[config.mk]
export PLATFORM = sky130hd
export DESIGN_NAME = crc8_packet_frame_receiver
export DESIGN_NICKNAME = d
export VERILOG_FILES = /design/src/crc8pf_pkg.sv /design/src/crc8pf_ram.sv /design/src/crc8pf_front.sv /design/src/crc8pf_queue.sv /design/src/crc8pf_back.sv /design/src/crc8_packet_frame_receiver.sv
export SDC_FILE = /design/constraint.sdc
export NUM_CORES = 1
export LEC_CHECK = 0
export ABC_AREA = 0
export ABC_CLOCK_PERIOD_IN_PS = 5050
export BUFFER_PORTS_ARGS = -buffer_cell sky130_fd_sc_hd__buf_2
export CAP_MARGIN = 20
export CORE_MARGIN = 2
export CORE_UTILIZATION = 30
export DETAILED_ROUTE_END_ITERATION = 7
export PLACE_DENSITY = 0.44
export SLEW_MARGIN = 5
export SYNTH_ARGS = -nofsm -noshare
export SYNTH_HDL_FRONTEND = slang
export SYNTH_SLANG_ARGS = --single-unit
[constraint.sdc]
create_clock -name clk -period 5.05 [get_ports clk]
set_clock_uncertainty 0.15 [all_clocks]
set_input_delay 0.505 -clock clk [delete_from_list [all_inputs] [get_ports clk]]
set_output_delay 0.505 -clock clk [all_outputs]
set_load 0.02 [all_outputs]
[src/crc8pf_pkg.sv]
package crc8pf_pkg;

    // default payload buffer depth
    localparam int PAYLOAD_MAX_DEF = 64;

    // event queue between parser and output side
    localparam int QUEUE_DEPTH = 2;

    // transaction kinds on the request channel
    localparam logic CMD_BYTE = 1'b0;
    localparam logic CMD_TICK = 1'b1;

    // result status codes
    localparam logic [2:0] ST_OK       = 3'd0;
    localparam logic [2:0] ST_NOISE    = 3'd1;
    localparam logic [2:0] ST_TOO_LONG = 3'd2;
    localparam logic [2:0] ST_BAD_CRC  = 3'd3;
    localparam logic [2:0] ST_TIMEOUT  = 3'd4;

    // register map
    localparam logic REG_START   = 1'b0;
    localparam logic REG_TIMEOUT = 1'b1;

    localparam logic [7:0]  START_BYTE_RST = 8'd213;
    localparam logic [15:0] TIMEOUT_RST    = 16'd13;

    typedef struct packed {
        logic       command;
        logic [7:0] rx_byte;
    } req_t;

    typedef struct packed {
        logic [2:0] status;
        logic [7:0] payload_byte;
        logic       byte_valid;
        logic [5:0] frame_length;
        logic       last;
    } rsp_t;

    // one finished frame or error, handed from parser to output side
    typedef struct packed {
        logic [2:0] status;
        logic [5:0] length;
    } event_t;

    // reflected crc-8, polynomial 0x8c, one byte
    function automatic logic [7:0] crc8_byte(input logic [7:0] crc, input logic [7:0] data);
        logic [7:0] c;
        c = crc ^ data;
        for (int i = 0; i < 8; i++) begin
            if (c[0])
                c = (c >> 1) ^ 8'h8C;
            else
                c = c >> 1;
        end
        return c;
    endfunction

endpackage

[src/crc8pf_ram.sv]
module crc8pf_ram #(
    parameter int WIDTH = 8,
    parameter int DEPTH = 64,
    localparam int AW = (DEPTH > 1) ? $clog2(DEPTH) : 1
) (
    input  logic             clk,
    input  logic             wr_en,
    input  logic [AW-1:0]    wr_addr,
    input  logic [WIDTH-1:0] wr_data,
    input  logic             rd_en,
    input  logic [AW-1:0]    rd_addr,
    output logic [WIDTH-1:0] rd_data
);

    logic [WIDTH-1:0] mem_reg [DEPTH];
    logic [WIDTH-1:0] rd_data_reg;

    // one write port, one registered read port
    always_ff @(posedge clk)
    begin
        if (wr_en)
        begin
            mem_reg[wr_addr] <= wr_data;
        end
        if (rd_en)
        begin
            rd_data_reg <= mem_reg[rd_addr];
        end
    end

    assign rd_data = rd_data_reg;

endmodule

[src/crc8pf_front.sv]
module crc8pf_front #(
    parameter int PAYLOAD_MAX = crc8pf_pkg::PAYLOAD_MAX_DEF,
    localparam int AW = $clog2(PAYLOAD_MAX)
) (
    input  logic                clk,
    input  logic                rst_n,
    input  logic                req_valid,
    input  crc8pf_pkg::req_t    req,
    output logic                req_stall,
    input  logic [7:0]          open_byte,
    input  logic [15:0]         timeout_ticks,
    input  logic                q_full,
    output logic                push,
    output crc8pf_pkg::event_t  push_event,
    output logic                wr_en,
    output logic [AW-1:0]       wr_addr,
    output logic [7:0]          wr_data,
    input  logic                drain_done
);

    localparam logic [1:0] PH_IDLE    = 2'd0;
    localparam logic [1:0] PH_LEN     = 2'd1;
    localparam logic [1:0] PH_PAYLOAD = 2'd2;
    localparam logic [1:0] PH_CRC     = 2'd3;

    logic [1:0]  phase_reg, phase_next;
    logic [5:0]  expected_reg, expected_next;
    logic [5:0]  received_reg, received_next;
    logic [7:0]  crc_reg, crc_next;
    logic [15:0] ticks_reg, ticks_next;
    logic        hold_reg, hold_next;

    logic        accept;
    logic        go_idle;
    logic [15:0] ticks_inc;
    logic [5:0]  received_inc;

    // hold off input while the event queue is full or the buffer is being drained
    assign req_stall = q_full || hold_reg;
    assign accept    = req_valid && !req_stall;

    assign ticks_inc    = ticks_reg + 16'd1;
    assign received_inc = received_reg + 6'd1;

    // parser, one transaction per cycle while req_stall is low
    always_comb
    begin
        phase_next    = phase_reg;
        expected_next = expected_reg;
        received_next = received_reg;
        crc_next      = crc_reg;
        ticks_next    = ticks_reg;
        hold_next     = hold_reg;
        go_idle       = 1'b0;
        push          = 1'b0;
        push_event    = '0;
        wr_en         = 1'b0;
        wr_addr       = received_reg[AW-1:0];
        wr_data       = req.rx_byte;

        if (drain_done)
        begin
            hold_next = 1'b0;
        end

        if (accept)
        begin
            if (req.command == crc8pf_pkg::CMD_TICK)
            begin
                // ticks only count inside an open frame
                if (phase_reg != PH_IDLE)
                begin
                    ticks_next = ticks_inc;
                    if (ticks_inc >= timeout_ticks)
                    begin
                        push              = 1'b1;
                        push_event.status = crc8pf_pkg::ST_TIMEOUT;
                        go_idle           = 1'b1;
                    end
                end
            end
            else
            begin
                case (phase_reg)
                    PH_IDLE:
                    begin
                        if (req.rx_byte == open_byte)
                        begin
                            go_idle    = 1'b1;
                            phase_next = PH_LEN;
                        end
                        else
                        begin
                            push              = 1'b1;
                            push_event.status = crc8pf_pkg::ST_NOISE;
                            go_idle           = 1'b1;
                        end
                    end
                    PH_LEN:
                    begin
                        if ({1'b0, req.rx_byte} < 9'(PAYLOAD_MAX))
                        begin
                            expected_next = req.rx_byte[5:0];
                            phase_next    = (req.rx_byte[5:0] == 6'd0) ? PH_CRC : PH_PAYLOAD;
                        end
                        else
                        begin
                            push              = 1'b1;
                            push_event.status = crc8pf_pkg::ST_TOO_LONG;
                            go_idle           = 1'b1;
                        end
                    end
                    PH_PAYLOAD:
                    begin
                        wr_en         = 1'b1;
                        crc_next      = crc8pf_pkg::crc8_byte(crc_reg, req.rx_byte);
                        received_next = received_inc;
                        if (received_inc >= expected_reg)
                        begin
                            phase_next = PH_CRC;
                        end
                    end
                    PH_CRC:
                    begin
                        push = 1'b1;
                        if (crc_reg != req.rx_byte)
                        begin
                            push_event.status = crc8pf_pkg::ST_BAD_CRC;
                        end
                        else
                        begin
                            push_event.status = crc8pf_pkg::ST_OK;
                            push_event.length = expected_reg;
                            hold_next         = (expected_reg != 6'd0);
                        end
                        go_idle = 1'b1;
                    end
                    default:
                    begin
                        go_idle = 1'b1;
                    end
                endcase
            end
        end

        // common frame teardown, start byte reopens right after
        if (go_idle)
        begin
            if (!(accept && req.command == crc8pf_pkg::CMD_BYTE && phase_reg == PH_IDLE
                  && req.rx_byte == open_byte))
            begin
                phase_next = PH_IDLE;
            end
            expected_next = 6'd0;
            received_next = 6'd0;
            crc_next      = 8'd0;
            ticks_next    = 16'd0;
        end
    end

    always_ff @(posedge clk or negedge rst_n)
    begin
        if (!rst_n)
        begin
            phase_reg    <= PH_IDLE;
            expected_reg <= 6'd0;
            received_reg <= 6'd0;
            crc_reg      <= 8'd0;
            ticks_reg    <= 16'd0;
            hold_reg     <= 1'b0;
        end
        else
        begin
            phase_reg    <= phase_next;
            expected_reg <= expected_next;
            received_reg <= received_next;
            crc_reg      <= crc_next;
            ticks_reg    <= ticks_next;
            hold_reg     <= hold_next;
        end
    end

endmodule

[src/crc8pf_queue.sv]
module crc8pf_queue (
    input  logic                clk,
    input  logic                rst_n,
    input  logic                push,
    input  crc8pf_pkg::event_t  push_event,
    input  logic                pop,
    output logic                q_valid,
    output crc8pf_pkg::event_t  q_event,
    output logic                q_full
);

    localparam int QD  = crc8pf_pkg::QUEUE_DEPTH;
    localparam int QAW = (QD > 1) ? $clog2(QD) : 1;
    localparam int QCW = $clog2(QD + 1);

    crc8pf_pkg::event_t entry_reg [QD];
    logic [QAW-1:0]     wr_ptr_reg, wr_ptr_next;
    logic [QAW-1:0]     rd_ptr_reg, rd_ptr_next;
    logic [QCW-1:0]     count_reg, count_next;

    assign q_valid = (count_reg != '0);
    assign q_full  = (count_reg == QCW'(QD));
    assign q_event = entry_reg[rd_ptr_reg];

    // pointer and fill count update
    always_comb
    begin
        wr_ptr_next = wr_ptr_reg;
        rd_ptr_next = rd_ptr_reg;
        count_next  = count_reg;
        if (push)
        begin
            wr_ptr_next = (wr_ptr_reg == QAW'(QD - 1)) ? '0 : wr_ptr_reg + 1'b1;
        end
        if (pop)
        begin
            rd_ptr_next = (rd_ptr_reg == QAW'(QD - 1)) ? '0 : rd_ptr_reg + 1'b1;
        end
        if (push && !pop)
        begin
            count_next = count_reg + 1'b1;
        end
        else if (pop && !push)
        begin
            count_next = count_reg - 1'b1;
        end
    end

    always_ff @(posedge clk or negedge rst_n)
    begin
        if (!rst_n)
        begin
            wr_ptr_reg <= '0;
            rd_ptr_reg <= '0;
            count_reg  <= '0;
        end
        else
        begin
            wr_ptr_reg <= wr_ptr_next;
            rd_ptr_reg <= rd_ptr_next;
            count_reg  <= count_next;
        end
    end

    // event storage
    always_ff @(posedge clk)
    begin
        if (push)
        begin
            entry_reg[wr_ptr_reg] <= push_event;
        end
    end

endmodule

[src/crc8pf_back.sv]
module crc8pf_back #(
    parameter int PAYLOAD_MAX = crc8pf_pkg::PAYLOAD_MAX_DEF,
    localparam int AW = $clog2(PAYLOAD_MAX)
) (
    input  logic                clk,
    input  logic                rst_n,
    input  logic                q_valid,
    input  crc8pf_pkg::event_t  q_event,
    output logic                pop,
    output logic                rd_en,
    output logic [AW-1:0]       rd_addr,
    input  logic [7:0]          rd_data,
    output logic                rsp_valid,
    output crc8pf_pkg::rsp_t    rsp,
    input  logic                rsp_stall,
    output logic                drain_done
);

    localparam logic B_IDLE = 1'b0;
    localparam logic B_SEND = 1'b1;

    logic             state_reg, state_next;
    logic [5:0]       idx_reg, idx_next;
    logic [5:0]       len_reg, len_next;
    logic             out_valid_reg, out_valid_next;
    crc8pf_pkg::rsp_t out_reg, out_next;

    logic             out_free;
    logic [5:0]       idx_inc;

    assign out_free  = !out_valid_reg || !rsp_stall;
    assign idx_inc   = idx_reg + 6'd1;
    assign rsp_valid = out_valid_reg;
    assign rsp       = out_reg;

    // event decode and payload drain
    always_comb
    begin
        state_next     = state_reg;
        idx_next       = idx_reg;
        len_next       = len_reg;
        out_valid_next = out_valid_reg && rsp_stall;
        out_next       = out_reg;
        pop            = 1'b0;
        rd_en          = 1'b0;
        rd_addr        = idx_inc[AW-1:0];
        drain_done     = 1'b0;

        case (state_reg)
            B_IDLE:
            begin
                if (q_valid)
                begin
                    if (q_event.status != crc8pf_pkg::ST_OK || q_event.length == 6'd0)
                    begin
                        // single result: error or empty frame
                        if (out_free)
                        begin
                            pop                   = 1'b1;
                            out_valid_next        = 1'b1;
                            out_next.status       = q_event.status;
                            out_next.payload_byte = 8'd0;
                            out_next.byte_valid   = 1'b0;
                            out_next.frame_length = 6'd0;
                            out_next.last         = 1'b1;
                        end
                    end
                    else
                    begin
                        // fetch first payload byte
                        pop        = 1'b1;
                        len_next   = q_event.length;
                        idx_next   = 6'd0;
                        rd_en      = 1'b1;
                        rd_addr    = '0;
                        state_next = B_SEND;
                    end
                end
            end
            B_SEND:
            begin
                if (out_free)
                begin
                    out_valid_next        = 1'b1;
                    out_next.status       = crc8pf_pkg::ST_OK;
                    out_next.payload_byte = rd_data;
                    out_next.byte_valid   = 1'b1;
                    out_next.frame_length = len_reg;
                    out_next.last         = (idx_inc == len_reg);
                    if (idx_inc == len_reg)
                    begin
                        drain_done = 1'b1;
                        state_next = B_IDLE;
                    end
                    else
                    begin
                        idx_next = idx_inc;
                        rd_en    = 1'b1;
                    end
                end
            end
            default:
            begin
                state_next = B_IDLE;
            end
        endcase
    end

    always_ff @(posedge clk or negedge rst_n)
    begin
        if (!rst_n)
        begin
            state_reg     <= B_IDLE;
            idx_reg       <= 6'd0;
            len_reg       <= 6'd0;
            out_valid_reg <= 1'b0;
        end
        else
        begin
            state_reg     <= state_next;
            idx_reg       <= idx_next;
            len_reg       <= len_next;
            out_valid_reg <= out_valid_next;
        end
    end

    // result payload register
    always_ff @(posedge clk)
    begin
        out_reg <= out_next;
    end

endmodule

[src/crc8_packet_frame_receiver.sv]
// channel   direction  handshake              payload
// req       in         req_valid / req_stall  command, rx_byte
// rsp       out        rsp_valid / rsp_stall  status, payload_byte, byte_valid, frame_length, last
// apb       in/out     psel, penable, pready  open byte (0x0), timeout_ticks (0x4)
//
// the parser takes one request transaction per cycle while req_stall is low and updates crc in that cycle
// after a good frame with a non-empty payload, requests stall while the
// payload drains through the single read port of the frame buffer, and longer under any rsp stall
// reset clears parser, event queue and output valid; the buffer ram is not cleared
// requests also stall when the two-entry event queue is full
module crc8_packet_frame_receiver #(
    parameter int PAYLOAD_MAX = crc8pf_pkg::PAYLOAD_MAX_DEF
) (
    input  logic              clk,
    input  logic              rst_n,
    input  logic              req_valid,
    input  crc8pf_pkg::req_t  req,
    output logic              req_stall,
    output logic              rsp_valid,
    output crc8pf_pkg::rsp_t  rsp,
    input  logic              rsp_stall,
    input  logic              psel,
    input  logic              penable,
    input  logic              pwrite,
    input  logic [2:0]        paddr,
    input  logic [31:0]       pwdata,
    output logic [31:0]       prdata,
    output logic              pready
);

    localparam int AW = $clog2(PAYLOAD_MAX);

    logic [7:0]  start_reg;
    logic [15:0] timeout_reg;

    logic               push, pop, q_valid, q_full;
    crc8pf_pkg::event_t push_event, q_event;
    logic               wr_en, rd_en;
    logic [AW-1:0]      wr_addr, rd_addr;
    logic [7:0]         wr_data, rd_data;
    logic               drain_done;

    // configuration registers
    assign pready = 1'b1;

    always_ff @(posedge clk or negedge rst_n)
    begin
        if (!rst_n)
        begin
            start_reg   <= crc8pf_pkg::START_BYTE_RST;
            timeout_reg <= crc8pf_pkg::TIMEOUT_RST;
        end
        else if (psel && penable && pwrite)
        begin
            case (paddr[2])
                crc8pf_pkg::REG_START:   start_reg   <= pwdata[7:0];
                crc8pf_pkg::REG_TIMEOUT: timeout_reg <= pwdata[15:0];
                default:                 start_reg   <= start_reg;
            endcase
        end
    end

    // register read back
    always_comb
    begin
        case (paddr[2])
            crc8pf_pkg::REG_START:   prdata = {24'd0, start_reg};
            crc8pf_pkg::REG_TIMEOUT: prdata = {16'd0, timeout_reg};
            default:                 prdata = 32'd0;
        endcase
    end

    crc8pf_front #(
        .PAYLOAD_MAX(PAYLOAD_MAX)
    ) u_front (
        .clk           (clk),
        .rst_n         (rst_n),
        .req_valid     (req_valid),
        .req           (req),
        .req_stall     (req_stall),
        .open_byte     (start_reg),
        .timeout_ticks (timeout_reg),
        .q_full        (q_full),
        .push          (push),
        .push_event    (push_event),
        .wr_en         (wr_en),
        .wr_addr       (wr_addr),
        .wr_data       (wr_data),
        .drain_done    (drain_done)
    );

    crc8pf_queue u_queue (
        .clk        (clk),
        .rst_n      (rst_n),
        .push       (push),
        .push_event (push_event),
        .pop        (pop),
        .q_valid    (q_valid),
        .q_event    (q_event),
        .q_full     (q_full)
    );

    crc8pf_ram #(
        .WIDTH (8),
        .DEPTH (PAYLOAD_MAX)
    ) u_buffer (
        .clk     (clk),
        .wr_en   (wr_en),
        .wr_addr (wr_addr),
        .wr_data (wr_data),
        .rd_en   (rd_en),
        .rd_addr (rd_addr),
        .rd_data (rd_data)
    );

    crc8pf_back #(
        .PAYLOAD_MAX(PAYLOAD_MAX)
    ) u_back (
        .clk        (clk),
        .rst_n      (rst_n),
        .q_valid    (q_valid),
        .q_event    (q_event),
        .pop        (pop),
        .rd_en      (rd_en),
        .rd_addr    (rd_addr),
        .rd_data    (rd_data),
        .rsp_valid  (rsp_valid),
        .rsp        (rsp),
        .rsp_stall  (rsp_stall),
        .drain_done (drain_done)
    );

endmodule
# --- Word level (Yosys, flattened, before mapping) ---
# Memories as Yosys holds them, arrays and structs flattened. A register that Yosys moved wholly into a read port is not among the register bits.
# Cells that the tools add are included.
word_totals:
  regBits: 100
  latchBits: 0
  ram_bits: 530
  rom_bits: 0
  in_bits: 51
  wordCells: 223
  n_memories: 2
classes:
  n_addsub: 7
  n_mul: 0
  div: 0
  order_cmp: 3
  eq_ne: 14
  shift: 0
  muxes: 124
  n_bitwise: 13
  reduce_logical: 40
memory_table:
  columns: ["name", "words", "width", "read_ports", "rd_ports_with_merged_regs", "wr", "line", "text"]
  rows:
  - ["u_buffer.mem_reg", 64, 8, 1, 1, 1, "crc8pf_ram.sv:15", "logic [WIDTH-1:0] mem_reg [DEPTH];"]
  - ["u_queue.entry_reg", 2, 9, 1, 0, 1, "crc8pf_queue.sv:16", "crc8pf_pkg::event_t entry_reg [QD];"]
op_table:
  columns: ["operator", "n"]
  rows:
  - ["8-bit two-way mux", 33]
  - ["6-bit two-way mux", 19]
  - ["19-bit two-way mux", 4]
  - ["16-bit two-way mux", 4]
  - ["32-bit case mux with 2 select lines", 1]
  - ["1-bit two-way mux", 39]
  - ["19-bit case mux with 2 select lines", 1]
  - ["2-bit inverter with 3-bit output", 8]
  - ["2-bit two-way mux", 11]
  - ["2-bit nonzero test", 9]
  - ["16-bit by 1-bit adder with 16-bit output, second input constant", 1]
  - ["16-bit >= comparator", 1]
  - ["6-bit by 1-bit adder with 6-bit output, second input constant", 2]
  - ["6-bit zero test", 2]
  - ["2-bit case mux with 3 select lines", 2]
  - ["6-bit case mux with 2 select lines", 1]
  - ["4-bit AND reduction", 3]
  - ["1-bit logical AND", 9]
  - ["3-bit two-way mux", 3]
  - ["9-bit two-way mux", 1]
  - ["3-bit AND reduction", 3]
  - ["8-bit == test", 1]
  - ["8-bit by 7-bit < comparator with 1-bit output, second input constant", 1]
  - ["2-bit inequality test, second input constant", 4]
  - ["other kinds (20)", 38]

# --- Logic depth before layout (Yosys ltp) ---
logic_depth:
  word_depth: 42
  mapped_depth: 17
  depth_no_buf: 17

# --- By module ---
# From an unflattened synthesis, not the netlist that was laid out.
unflattened:
  hier_cells: 1553
  hier_area_um2: 27234.9
by_module_without_submodules:
  columns: ["mod", "n_inst", "cells_each", "area_each_um2", "seq_area_each_um2"]
  rows:
  - ["crc8pf_ram", 1, 909, 20219.4, 15615.0]
  - ["crc8pf_front", 1, 364, 3175.5, 975.9]
  - ["crc8pf_back", 1, 148, 1732.9, 920.9]
  - ["crc8_packet_frame_receiver", 1, 88, 1262.5, 610.6]
  - ["crc8pf_queue", 1, 44, 844.6, 640.6]

# --- Worst setup path after synthesis ---
# OpenSTA, ideal clock, no wires.
synth_timing:
  path_kind: "register to register"
  from: "register u_front.ticks_reg[0]"
  to: "memory u_queue.entry_reg[1][0] (netlist name), enable pin"
  setup_ns: 0.375
  arrival_time_ns: 3.086
  t_required_ns: 4.525
  setup_slack_ns: 1.439
  path_stages_with_launch: 14
  path_buffers: 0
  cell_sequence: "dfrtp_1 ha_1 nand3_1 nor2_1 and3_1 and3_1 xor2_1 ha_1 nand4_1 nor2_1 o21ai_0 o2111ai_1 a21oi_1 nor2b_1"
synth_via:
  elab_chain_len: 8
synth_rtl:
  columns: ["element", "line", "text"]
  rows:
  - ["start, declared", "crc8pf_front.sv:30", "logic [15:0] ticks_reg, ticks_next;"]
  - ["start signal, assigned", "crc8pf_front.sv:178", "ticks_reg <= ticks_next;"]
  - ["16-bit by 1-bit adder with 16-bit output", "crc8pf_front.sv:42", "assign ticks_inc = ticks_reg + 16'd1;"]
  - ["16-bit >= comparator", "crc8pf_front.sv:74", "if (ticks_inc >= timeout_ticks)"]
  - ["1-bit two-way mux", "crc8pf_front.sv:74", null]
  - ["1-bit two-way mux", "crc8pf_front.sv:71", "if (phase_reg != PH_IDLE)"]
  - ["1-bit two-way mux", "crc8pf_front.sv:68", "if (req.command == crc8pf_pkg::CMD_TICK)"]
  - ["1-bit two-way mux", "crc8pf_front.sv:66", "if (accept)"]
  - ["1-bit two-way mux", "crc8pf_queue.sv:68", "if (push)"]
  - ["1-bit two-way mux (not written as such)", "crc8pf_queue.sv:70", "entry_reg[wr_ptr_reg] <= push_event;"]
  - ["end, declared", "crc8pf_queue.sv:16", null]
# No other way between the ends.

# --- Worst setup path after layout ---
# Same ends and word-level chain as after synthesis.

==> impl_metrics.ini <==
[status]
outcome = completed

[yosys]
synth_xor_area_share_pct = 2.85
ys_warn_count = 0
synth_edf_count = 557
synth-simple-area-share_pct = 8.25
synth_flop_cell = edfxtp_1
ys_seq_area_share_pct = 68.9
ys_seq_elements = 638
synth-compound-area-share_pct = 7.37
synth_top_family_by_area = multiplexers
muxShareOfSynthArea_pct = 8.71
synthCells = 1824
syn-cell-area_sq_um = 27200
synth_cell_types = 78
synth_fa_ha_area_share_pct = 1.42
syn_area_per_cell_sq_um = 14.9
async_flop_share_pct = 12.7

[grt]
grt_usage_pct = 16.8
grt_use_met3_pct = 3.13
grt_pass1_vias = 16637
antenna_found_initial = 5
grt_first_pass_wirelength_um = 114000
grt_util_met1_pct = 22.1
top_usage_layer = met2
grt_max_degree = 105
grt_use_met2_pct = 28.3
grt-ovfl-total = 0

[floorplan]
io_pins = 105
fp.dieH_um = 305
core_area_sq_um = 90000
die_x_um = 305
die_area_sq_um = 93200
initial_core_util_pct = 30.2
rows = 110

[finish]
drive_gt1_share_pct = 19.9
area_growth_pct = 16.9
final_common_cell = edfxtp_1
antenna_cells = 0
mostFrequentLayoutCells = edfxtp_1, nor2_1, nand2_1, buf_4, clkbuf_16
largest_reg_flops = 512
layout.nets = 2069

[pwr]
powerDensity_nw_per_um2 = 550
peakVddDrop_mv = 0.355
leakage_uw = 0.0110

[critical_path]
worstSetupEndpointType = register
cp-start-kind = register
cp_data_arrival_time_ps = 4510
r2r_cells = 13
cp_max_fo = 9
path_class = register to register
worstPathRequired_ps = 5140

[clock_network]
numCtsBuffers = 72
cts_tree = done
insertion_delay_ps = 620
clockBufferDepth = 3
cts_resized = 0
cts_max_level = 3
cts_root_buffer = clkbuf_16
cts.clk_slew.worst_paths_ps = 50
cts_setup_buffers = 0
cts.sinks = 638
holdBufCountCts = 18

[timing]
finalHoldViolCount = 0
slew_headroom_pct = 31.6
min_period_ps = 4410
drv_slew = 0
worstMarginPinSlew_ps = 1020
finalCritPeriodShare_pct = 87.4
rsz0062_at_grt = false
setup_viol = 0
tns_ps = 0
worst_slack_ps = 637
timing.fmax_mhz = 227

[flow_run]
drv_cap = 0

[place]
place_ws_ps = 643
io_buffers = 69
gp_congestion = 0.848
post-dp-hpwl_um = 50100

[routing]
firstDrtPassIters = 5
routed_wl_um = 78300
wl_per_cell_um = 24.4
ant_nets = 0
via_count = 16241
vias_per_cell = 5.05
drt_iter0_markers = 1367
drc_errors = 0

[min_path]
hp-class = input pin to register
holdPathStages = 1
-- layout make-up --
type                       instances  area (sq um)
tap                             1176          1470
clock buffer                      88          1890
inverter                          32           120
timing repair buffer             186          1330
fill                            8684         58200
sequential                       638         18800
clock inverter                    38           324
multi-input combinational       1057          7900
-- worst paths after layout --
kind	to	slack (ps)	from
min in group asynchronous	u_queue.count_reg[0]	290	rst_n
worst max-delay path	u_queue.entry_reg[1][0]	640	u_front.ticks_reg[0]
worst min register to register	u_queue.wr_ptr_reg	340	u_queue.wr_ptr_reg
worst min-delay path	u_buffer.mem_reg[4][6]	190	req[6]
max in group asynchronous	start_reg[6]	3470	rst_n
worst max register to register	u_queue.entry_reg[1][0]	640	u_front.ticks_reg[0]
-- per-layer routing --
| metal | vias to the layer above | part of all wire (%) |
|---|---|---|
| met5 | - | 0 |
| met4 | 0 | 2.3 |
| met3 | 109 | 5.3 |
| met2 | 454 | 49 |
| met1 | 8374 | 43 |
| li1 | 7304 | - |
-- stage by stage --
stage               instance area, sq um  total power (uW)  util (%)  cells  hold slack, ps
detailed placement                 29400             12600      32.7   3071             332
global route                       31800             18300      35.3   3215             177
CTS                                31800             17700      35.3   3215             181
global placement                   29400             12600      32.7   3071             332
floorplan                          27300             10000         -   1839            59.4
finish                             31800             17500      35.3   3215             191
-- Yosys cell counts, types with 17 or more instances --
| master | n | area, sq um |
|---|---|---|
| mux2i_1 | 40 | 400 |
| mux4_2 | 59 | 1330 |
| xnor2_1 | 51 | 447 |
| xor2_1 | 35 | 307 |
| buf_4 | 23 | 173 |
| nor2_1 | 157 | 589 |
| nor3_1 | 26 | 130 |
| o221ai_1 | 17 | 149 |
| buf_2 | 28 | 140 |
| a21oi_1 | 61 | 305 |
| and2_1 | 35 | 219 |
| a211oi_1 | 28 | 210 |
| inv_1 | 32 | 120 |
| edfxtp_1 | 557 | 16700 |
| dfrtp_1 | 73 | 1830 |
| o21ai_0 | 38 | 190 |
| nand2_1 | 128 | 480 |
| mux2_2 | 55 | 619 |
| nand3_1 | 37 | 185 |
| clkbuf_1 | 52 | 195 |
| ha_1 | 31 | 388 |
| o21ai_1 | 18 | 90.1 |
-- worst max-delay path: stages, from the launching register on --
cell and delay, ps:
dfrtp_1 430, ha_1 230, nand3_1 150, nor2_1 290
and3_1 280, and3_1 190, xor2_1 70, ha_1 280
nand4_1 100, nor2_1 120, o21ai_0 100, o2111ai_1 650
a21oi_1 300, nor2b_1 690
-- power by group --
part / switching, uW / total [uW] / internal (uW) / leakage [uW]
clock network: 2120 / 4990 / 2870 / 0.00108
logic: 3940 / 6150 / 2210 / 0.00381
registers: 241 / 6350 / 6110 / 0.00607
total: 6300 / 17500 / 11200 / 0.0110
-- kinds of logic (layout without fill, tap and decap cells) --
kind of cell               after synthesis  in the layout
xor gates and xnor gates                87             87
adders and majority gates               31             31
and+or+nand+nor                        473            473
muxes                                  156            156
AOI/OAI and AO/OA                      293            293
buffers and inverters                  144            344
DFF                                    638            638
other                                    2             17
Note: power is estimated with default switching activity, not from simulation.
